**src/rtl/core/psg_ram.sv**
```systemverilog
// generic single-write, single-read synchronous ram with registered read
// depends on nothing
module psg_ram #(
   parameter int unsigned WIDTH = 8,
   parameter int unsigned DEPTH = 4
) (
   input  logic                     clock,
   input  logic                     wr_en,
   input  logic [$clog2(DEPTH)-1:0] wr_addr,
   input  logic [WIDTH-1:0]         wr_data,
   input  logic [$clog2(DEPTH)-1:0] rd_addr,
   output logic [WIDTH-1:0]         rd_data
);
   logic [WIDTH-1:0] mem_ff [DEPTH];

   always_ff @(posedge clock) begin
      if (wr_en) begin
         mem_ff[wr_addr] <= wr_data;
      end
      rd_data <= mem_ff[rd_addr];
   end
endmodule
```
**config.mk**
```make
export PLATFORM = sky130hd
export DESIGN_NAME = psg_ram
export DESIGN_NICKNAME = d
export VERILOG_FILES = /design/src/rtl/core/psg_ram.sv
export SDC_FILE = /design/constraint.sdc
export NUM_CORES = 1
export LEC_CHECK = 0
export BUFFER_PORTS_ARGS = -buffer_cell sky130_fd_sc_hd__buf_4
export CAP_MARGIN = 20
export CORE_MARGIN = 1.5
export CORE_UTILIZATION = 45
export CTS_CLUSTER_SIZE = 28
export DETAILED_ROUTE_END_ITERATION = 12
export GPL_TIMING_DRIVEN = 0
export PLACE_DENSITY_LB_ADDON = 0.25
export SYNTH_ARGS = -nofsm -noshare
export SYNTH_HDL_FRONTEND = slang
export SYNTH_SLANG_ARGS = --single-unit
```
**constraint.sdc**
```tcl
create_clock -name clock -period 1.6 [get_ports clock]
set_clock_uncertainty 0.2 [all_clocks]
set_input_delay 0.08 -clock clock [delete_from_list [all_inputs] [get_ports clock]]
set_output_delay 0.08 -clock clock [all_outputs]
set_load 0.02 [all_outputs]
```
Word level (Yosys, flattened, before mapping):

Memories as Yosys holds them, arrays and structs flattened. A register that Yosys moved wholly into a read port is not among the register bits.
Index checks and enable logic that the tools add are counted.

* input port bits: 14
* register bits after elaboration: 0
* word-level logic and storage cells: 3
* bits in writable memories: 32
* memories kept: 1
* output and inout port bits: 8

Memory list
* mem_ff: depth 4, width 8, read ports 1, clocked after Yosys merged registers in 1, write ports 1, line 14 `logic [WIDTH-1:0] mem_ff [DEPTH];`

* muxes and demuxes: 2

Operators by type and width (number)
* two-way mux 1 bit: 2

Longest topological paths before layout:

Gate-level depths: netlist (run 1).

* depth after elaboration: 2
* gate-level depth with buffers: 2
* depth with buffers taken out: 1

Least setup slack after synthesis (run 1):

OpenSTA, ideal clock, no wires.

* path type: input port to flip-flop
* from: input port wr_addr[0]
* to: memory mem_ff[0][0] (enable)
* arrival time: 0.759 ns
* data required time: 1.015 ns
* library setup time: 0.385 ns
* path slack: 0.256 ns
* stages: 1
* path through: nor3b_1

RTL lines
* start: declaration: line 9 `input logic [$clog2(DEPTH)-1:0] wr_addr,`
* end: declaration: line 14

No word-level cell before the write port.

Final worst setup path (run 1):

* from: input port wr_addr[0]
* to: memory mem_ff[0][6] (enable)

No word-level cell before the write port.

==> impl_metrics.env, run 1 <==
export IMPL_syn_area_mm2=0.00135
export IMPL_cts_sinks=40
export IMPL_synth_cell_types=8
export IMPL_syn_to_final_growth_pct=25.3
export IMPL_drtAntennaViolNets=0
export IMPL_end_kind="register"
export IMPL_rsz0062_at_grt="no"
export IMPL_fin_cells=121
export IMPL_cts_resized=0
export IMPL_slew_headroom_pct=41.6
export IMPL_layout_drive_gt1_share_pct=41.1
export IMPL_min_period_ns=1.39
export IMPL_cp_cell_sequence="buf_4 > nor3b_1 > buf_2"
export IMPL_finalSetupViolations=0
export IMPL_maxCapViolCount=0
export IMPL_postCtsSetupRepairBufs=0
export IMPL_critPathLaunchType="input port"
export IMPL_htreeDepth=2
export IMPL_hp_class="in2reg"
export IMPL_avgViaCountPerCell=5.21
export IMPL_static_leakage_power_nw=0.615
export IMPL_max_stage_delay_ns=0.72
export IMPL_diodes=0
export IMPL_wl_mm=1.96
export IMPL_period_share_pct=86.7
export IMPL_yosysWarnings=0
export IMPL_fmax_mhz=721
export IMPL_die_h_um=57.7
export IMPL_crit_arrival_ns=1.23
export IMPL_rows=19
export IMPL_grt_pass1_wl_mm=3.32
export IMPL_grt_pass1_vias=715
export IMPL_die_width_um=57.7
export IMPL_fp_coreArea_mm2=0.00281
export IMPL_dp_cells=105
export IMPL_placed_area_mm2=0.00154
export IMPL_worstPathRequired_ns=1.44
export IMPL_violations="negative hold slack"
export IMPL_status="finished with violations"
export IMPL_syn_inst=54
export IMPL_route_detailed_drc=0
export IMPL_worst_pin_slew_ns=0.875
export IMPL_ios=22
export IMPL_finalMaxSlewViolations=0
export IMPL_vdd_ir_drop_max_v=0.000532
export IMPL_hold_worst_slack_ns=-0.0447
export IMPL_dr_pass1_iters=3
export IMPL_wire_per_inst_um=16.2
export IMPL_syn_area_per_cell_um2=25.0
export IMPL_cts_root_buf="clkbuf_4"
export IMPL_cts_inserted_buffers=5
export IMPL_pwr_density_cell_mw_per_mm2=1120
export IMPL_cts_tree="built"
export IMPL_hold_violations=4
export IMPL_cts_clk_slew_worst_paths_ns=0.11
export IMPL_synth_seq_area_share_pct=83.1
export IMPL_crit_type="in2reg"
export IMPL_critPathSlowestCell="nor3b_1"
export IMPL_postCtsHoldBufs=9
export IMPL_grt_usage_pct=14.5
export IMPL_drt_iter0_markers=9
export IMPL_final_nets=104
export IMPL_worst_path_max_fanout=5
export IMPL_grt_max_degree=12
export IMPL_syn_nets=68
export IMPL_preCtsSetupSlack_ns=-0.170
export IMPL_fill_cells=220
export IMPL_setup_ws_ns=0.213
export IMPL_postLayoutCellArea_mm2=0.00169
export IMPL_vias=631
export IMPL_grt_antenna_before_repair=0
export IMPL_dieArea_mm2=0.00333
export IMPL_place_port_buffers=19
export IMPL_clock_latency_ns=0.33
export IMPL_routabilityCongestion=0.630
export IMPL_ys_ff_latch=40
export IMPL_grt_ovfl_total=0
export IMPL_start_util_pct=48.1
export IMPL_cts_buffer_depth=2
metal layers:
layer	vias to the layer above	wire, µm	GRT usage (%)
li1	292	-	-
met1	316	794	16.6
met2	19	1040	23.5
met3	4	89	4.69
met4	0	37	8.97
met5	-	0	0
through the flow:
| step | hold WS, ns | power (mW) | util (%) | TNS, ns |
|---|---|---|---|---|
| 3_5_place_dp | 0.0847 | 1.38 | 54.7 | -0.679 |
| 5_1_grt | -0.0478 | 1.98 | 60.3 | 0 |
| 4_1_cts | -0.0463 | 1.92 | 60.3 | 0 |
| 3_3_place_gp | 0.0796 | 1.37 | 54.5 | -2.69 |
| 2_1_floorplan | -0.0211 | 1.30 | - | 0 |
| 6_report | -0.0447 | 1.90 | 60.3 | 0 |
flip-flops by register name (all words and copies together) (netlist names):
register and flops:
rd_data 8, mem_ff 32
critical path: cells and delay by family:
kind / cells / cell delay, ns
and+or+nand+nor: 1 / 0.72
buffers and inverters: 2 / 0.42
logic make-up after synthesis:
logic type	synth area share [%]
buf+inv	1.21
flops	83.1
mux	13.4
simple gates	2.32
layout by cell type, fill, tap and decap left out:
master,synthesis,layout
clkbuf_4,0,5
buf_2,0,1
buf_6,1,1
nor3b_1,1,1
clkbuf_8,0,2
edfxtp_1,32,32
mux4_2,8,8
and3b_1,2,2
clkbuf_2,1,1
dlygate4sd3_1,0,9
dfxtp_1,8,8
buf_4,0,19
and3_1,1,1
final timing paths:
| check | start | end | slack, ns | depth (start not counted) |
|---|---|---|---|---|
| hold reg to reg | mem_ff[2][3] | rd_data[3] | 0.36 | 1 |
| setup reg to reg | mem_ff[3][6] | rd_data[6] | 0.44 | 1 |
| setup / recovery | wr_addr[0] | mem_ff[0][6] | 0.21 | 3 |
| hold / removal | wr_addr[1] | mem_ff[0][2] | -0.04 | 2 |
synthesized netlist by cell type:
master / count / area share [%]
edfxtp_1: 32 / 71
dfxtp_1: 8 / 12
mux4_2: 8 / 13
and3b_1: 2 / 1.3
and3_1: 1 / 0.46
buf_6: 1 / 0.83
clkbuf_2: 1 / 0.37
nor3b_1: 1 / 0.56
power by group:
part	switching [mW]	total, mW	internal (mW)
Clock	0.284	0.534	0.249
Sequential	0.0138	1.20	1.18
Combinational	0.0759	0.168	0.0916
Total	0.374	1.90	1.53
layout make-up:
cell class,count,area (µm²),area share [%]
Sequential cell,40,1120,66.3
Timing Repair Buffer,29,238,14.1
Multi-Input combinational cell,12,211,12.5
Clock buffer,7,65.1,3.85
Tap cell,31,38.8,2.29
Buffer,2,16.3,0.962
(Power assumes the default switching activity.)
==> inputs of run 2 (changes only) <==
- BUFFER_PORTS_ARGS: -buffer_cell sky130_fd_sc_hd__buf_4 -> -buffer_cell sky130_fd_sc_hd__buf_2
- SKIP_LAST_GASP: not set -> 1
==> impl_metrics.env, run 2 (synthesis results as in run 1) <==
export IMPL_status="finished with violations"
export IMPL_violations="negative hold slack"
export IMPL_postCtsHoldBufs=10
export IMPL_rows=19
export IMPL_cts_sinks=40
export IMPL_die_width_um=57.7
export IMPL_wire_per_inst_um=15.1
export IMPL_place_port_buffers=19
export IMPL_period_share_pct=80.7
export IMPL_layout_commonest_cell="edfxtp_1"
export IMPL_layout_drive_gt1_share_pct=40.9
export IMPL_maxCapViolCount=0
export IMPL_grt_antenna_before_repair=0
export IMPL_min_period_ns=1.29
export IMPL_most_common_layout_cells="edfxtp_1 (32), buf_2 (21), dlygate4sd3_1 (10)"
export IMPL_postCtsSetupRepairBufs=0
export IMPL_dieArea_mm2=0.00333
export IMPL_end_kind="register"
export IMPL_crit_type="in2reg"
export IMPL_grt_ovfl_total=0
export IMPL_worst_path_max_fanout=4
export IMPL_largest_register_ffs=32
export IMPL_cts_buffer_depth=2
export IMPL_route_detailed_drc=0
export IMPL_avgViaCountPerCell=5.06
export IMPL_syn_to_final_growth_pct=24.4
export IMPL_cts_inserted_buffers=5
export IMPL_rsz0062_at_grt="no"
export IMPL_die_h_um=57.7
export IMPL_setup_ws_ns=0.309
export IMPL_htreeDepth=2
export IMPL_reg_top3="mem_ff x32, rd_data x8"
export IMPL_static_leakage_power_nw=0.618
export IMPL_drtAntennaViolNets=0
export IMPL_ios=22
export IMPL_hp_class="in2reg"
export IMPL_fin_cells=124
export IMPL_cts_clk_slew_worst_paths_ns=0.11
export IMPL_wl_mm=1.87
export IMPL_hold_worst_slack_ns=-0.00391
export IMPL_worst_pin_slew_ns=0.435
export IMPL_critPathLaunchType="input port"
export IMPL_grt_usage_pct=13.7
export IMPL_fmax_mhz=775
export IMPL_fp_coreArea_mm2=0.00281
export IMPL_cts_tree="built"
export IMPL_top_register="mem_ff"
export IMPL_fin_tns_setup_ns=0
export IMPL_cts_root_buf="clkbuf_4"
export IMPL_crit_arrival_ns=1.15
export IMPL_grt_pass1_wl_mm=3.10
export IMPL_clock_latency_ns=0.34
export IMPL_worstPathRequired_ns=1.46
export IMPL_finalSetupViolations=0
export IMPL_grt_pass1_vias=672
export IMPL_dr_pass1_iters=3
export IMPL_drt_iter0_markers=10
export IMPL_routabilityCongestion=0.633
export IMPL_dp_cells=106
export IMPL_place_hpwl_mm=1.22
export IMPL_placed_area_mm2=0.00149
export IMPL_hold_violations=4
export IMPL_final_nets=106
export IMPL_slew_headroom_pct=71.0
export IMPL_postLayoutCellArea_mm2=0.00168
export IMPL_cts_resized=0
export IMPL_pwr_density_cell_mw_per_mm2=1200
export IMPL_start_util_pct=48.1
export IMPL_preCtsSetupSlack_ns=-0.0340
export IMPL_diodes=0
export IMPL_vias=628
export IMPL_finalMaxSlewViolations=0
export IMPL_vdd_ir_drop_max_v=0.000665
export IMPL_grt_max_degree=13
==> run 2: report_power, final <==
| group | switching (mW) | total (mW) | internal [mW] |
|---|---|---|---|
| logic | 0.0747 | 0.150 | 0.0751 |
| registers | 0.0121 | 1.20 | 1.18 |
| clock network | 0.300 | 0.667 | 0.367 |
==> run 2: metal layers <==
| metal | vias to the layer above | share of wire, % | track usage (%) | routed length, µm |
|---|---|---|---|---|
| met4 | 0 | 2.5 | 8.97 | 46 |
| li1 | 297 | - | - | - |
| met3 | 6 | 5.5 | 5.36 | 103 |
| met1 | 307 | 42 | 16.1 | 785 |
| met5 | - | 0 | 0 | 0 |
| met2 | 18 | 50 | 20.9 | 938 |
==> run 2: worst max-delay path: stages <==
cell           delay (ns)
buf_2                0.11
nor3b_1              0.31
dlygate4sd3_1        0.65
==> run 2: path summary, 6_finish.rpt <==
check        slack, ns  cells after the start          from      endpoint
max               0.31                      3    wr_addr[0]  mem_ff[0][1]
min             -0.004                      2    rd_addr[1]    rd_data[2]
max reg2reg       0.43                      1  mem_ff[3][6]    rd_data[6]
min reg2reg       0.36                      1  mem_ff[2][5]    rd_data[5]
==> run 2: final cells by class <==
| type | count | area [µm²] |
|---|---|---|
| Buffer | 2 | 16.3 |
| Sequential cell | 40 | 1120 |
| Clock buffer | 6 | 51.3 |
| Clock inverter | 2 | 33.8 |
| Timing Repair Buffer | 31 | 205 |
| Multi-Input combinational cell | 12 | 211 |
| Fill cell | 222 | 1130 |
| Tap cell | 31 | 38.8 |
==> run 2: per-stage QoR <==
stage	total power, mW	util (%)
finish	2.01	59.8
global route	2.08	59.8
CTS	2.04	59.8
detailed placement	1.36	53.2
global placement	1.35	52.9
floorplan	1.30	-
==> inputs of run 3 (changes only) <==
- clock period: 1.6 -> 1.35 ns (I/O delays scaled with it)
==> impl_metrics.env, run 3 (synthesis results as in run 1) <==
export IMPL_most_common_layout_cells="edfxtp_1 (32), buf_2 (21), dlygate4sd3_1 (10)"
export IMPL_static_leakage_power_nw=0.616
export IMPL_slew_headroom_pct=62.4
export IMPL_syn_to_final_growth_pct=24.4
export IMPL_period_share_pct=94.2
export IMPL_critPathLaunch="rd_addr[0]"
export IMPL_cts_inserted_buffers=5
export IMPL_status="finished with violations"
export IMPL_drt_iter0_markers=9
export IMPL_rows=19
export IMPL_critPathLaunchType="input port"
export IMPL_place_port_buffers=19
export IMPL_preCtsSetupSlack_ns=-0.271
export IMPL_placed_area_mm2=0.00149
export IMPL_rrSetupSlack_ns=0.19
export IMPL_wl_mm=1.89
export IMPL_top_register="mem_ff"
export IMPL_postCtsHoldBufs=10
export IMPL_grt_pass1_vias=677
export IMPL_hold_violations=2
export IMPL_grt_usage_pct=13.7
export IMPL_fill_cells=219
export IMPL_worst_pin_slew_ns=0.562
export IMPL_hold_worst_slack_ns=-0.110
export IMPL_cts_root_buf="clkbuf_4"
export IMPL_crit_type="in2reg"
export IMPL_finalSetupViolations=0
export IMPL_critPathSlowestCell="dlygate4sd3_1"
export IMPL_reg_top3="mem_ff x32, rd_data x8"
export IMPL_worst_path_max_fanout=8
export IMPL_die_h_um=57.7
export IMPL_rr_worst_depth=1
export IMPL_layout_area_seq_mm2=0.00112
export IMPL_final_nets=106
export IMPL_cp_num_cells=3
export IMPL_cts_clk_slew_worst_paths_ns=0.11
export IMPL_crit_end="rd_data[6]"
export IMPL_rr_endpoint="rd_data[6]"
export IMPL_fmax_mhz=787
export IMPL_cts_sinks=40
export IMPL_route_detailed_drc=0
export IMPL_vdd_ir_drop_max_v=0.000785
export IMPL_diodes=0
export IMPL_dieArea_mm2=0.00333
export IMPL_htreeDepth=2
export IMPL_die_width_um=57.7
export IMPL_cp_cell_sequence="dlygate4sd3_1 > buf_6 > mux4_2"
export IMPL_grt_ovfl_total=0
export IMPL_final_util_pct=59.8
export IMPL_ios=22
export IMPL_crit_buf_inv=2
export IMPL_cts_tree="built"
export IMPL_violations="negative hold slack"
export IMPL_place_hpwl_mm=1.22
export IMPL_grt_antenna_before_repair=0
export IMPL_cts_buffer_depth=2
export IMPL_drtAntennaViolNets=0
export IMPL_worstPathRequired_ns=1.38
export IMPL_cts_resized=0
export IMPL_wire_per_inst_um=15.2
export IMPL_avgViaCountPerCell=5.15
export IMPL_dr_pass1_iters=4
export IMPL_crit_arrival_ns=1.30
export IMPL_max_stage_delay_ns=0.55
export IMPL_maxCapViolCount=0
export IMPL_fp_coreArea_mm2=0.00281
export IMPL_clock_latency_ns=0.34
export IMPL_setup_ws_ns=0.0786
export IMPL_pwr_density_cell_mw_per_mm2=1420
export IMPL_rsz0062_at_grt="no"
export IMPL_vias=639
export IMPL_r2r_start="mem_ff[3][6]"
export IMPL_postCtsSetupRepairBufs=0
export IMPL_finalMaxSlewViolations=0
export IMPL_end_kind="register"
export IMPL_grt_pass1_wl_mm=3.11
export IMPL_crit_family="buffers and inverters"
export IMPL_layout_commonest_cell="edfxtp_1"
export IMPL_largest_register_ffs=32
export IMPL_layout_drive_gt1_share_pct=40.9
export IMPL_start_util_pct=48.1
export IMPL_hp_class="in2reg"
export IMPL_routabilityCongestion=0.633
export IMPL_min_period_ns=1.27
export IMPL_postLayoutCellArea_mm2=0.00168
export IMPL_multi_input_area_um2=211
export IMPL_grt_max_degree=13
==> run 3: cell counts in the layout (fill, tap and decap cells not counted) <==
Identical to the previous run, type by type.
==> run 3: metal layers <==
layer | up-vias | part of all wire [%] | track usage, %
met1 | 319 | 40 | 16.0
met4 | 0 | 1.9 | 8.97
met2 | 18 | 52 | 21.3
met5 | - | 0 | 0
li1 | 298 | - | -
met3 | 4 | 5.4 | 5.36
==> run 3: how the worst min path moves through the flow <==
stage,start,cells past startpoint,slack (ns),endpoint
after detailed placement,wr_data[1],1,0.09,mem_ff[3][1]
after floorplan,wr_data[0],0,-0.03,mem_ff[0][0]
after CTS,wr_addr[1],2,-0.11,mem_ff[0][1]
final,wr_addr[1],2,-0.11,mem_ff[0][2]
after global routing,wr_addr[1],2,-0.1,mem_ff[0][2]
after global placement,wr_data[1],1,0.08,mem_ff[2][1]
==> run 3: metrics by stage <==
stage	instances	TNS, ns	power, mW	hold WS [ns]
floorplan	54	0	1.54	-0.0336
global placement	104	-4.80	1.60	0.0787
detailed placement	106	-1.12	1.61	0.0880
CTS	124	0	2.41	-0.114
global route	124	0	2.47	-0.0972
finish	124	0	2.39	-0.110
==> run 3: cell type report <==
cell class | instances | share of cell area [%]
timing repair buffer | 31 | 12.2
clock inverter | 2 | 2.01
multi-input combinational | 12 | 12.6
buffer | 2 | 0.969
clock buffer | 6 | 3.06
tap | 31 | 2.31
sequential | 40 | 66.8
==> run 3: report_power, final <==
part,switching (mW),leakage (nW),internal (mW)
sequential,0.0143,0.361,1.40
combinational,0.0891,0.209,0.0895
clock,0.356,0.0459,0.435
total,0.459,0.616,1.93
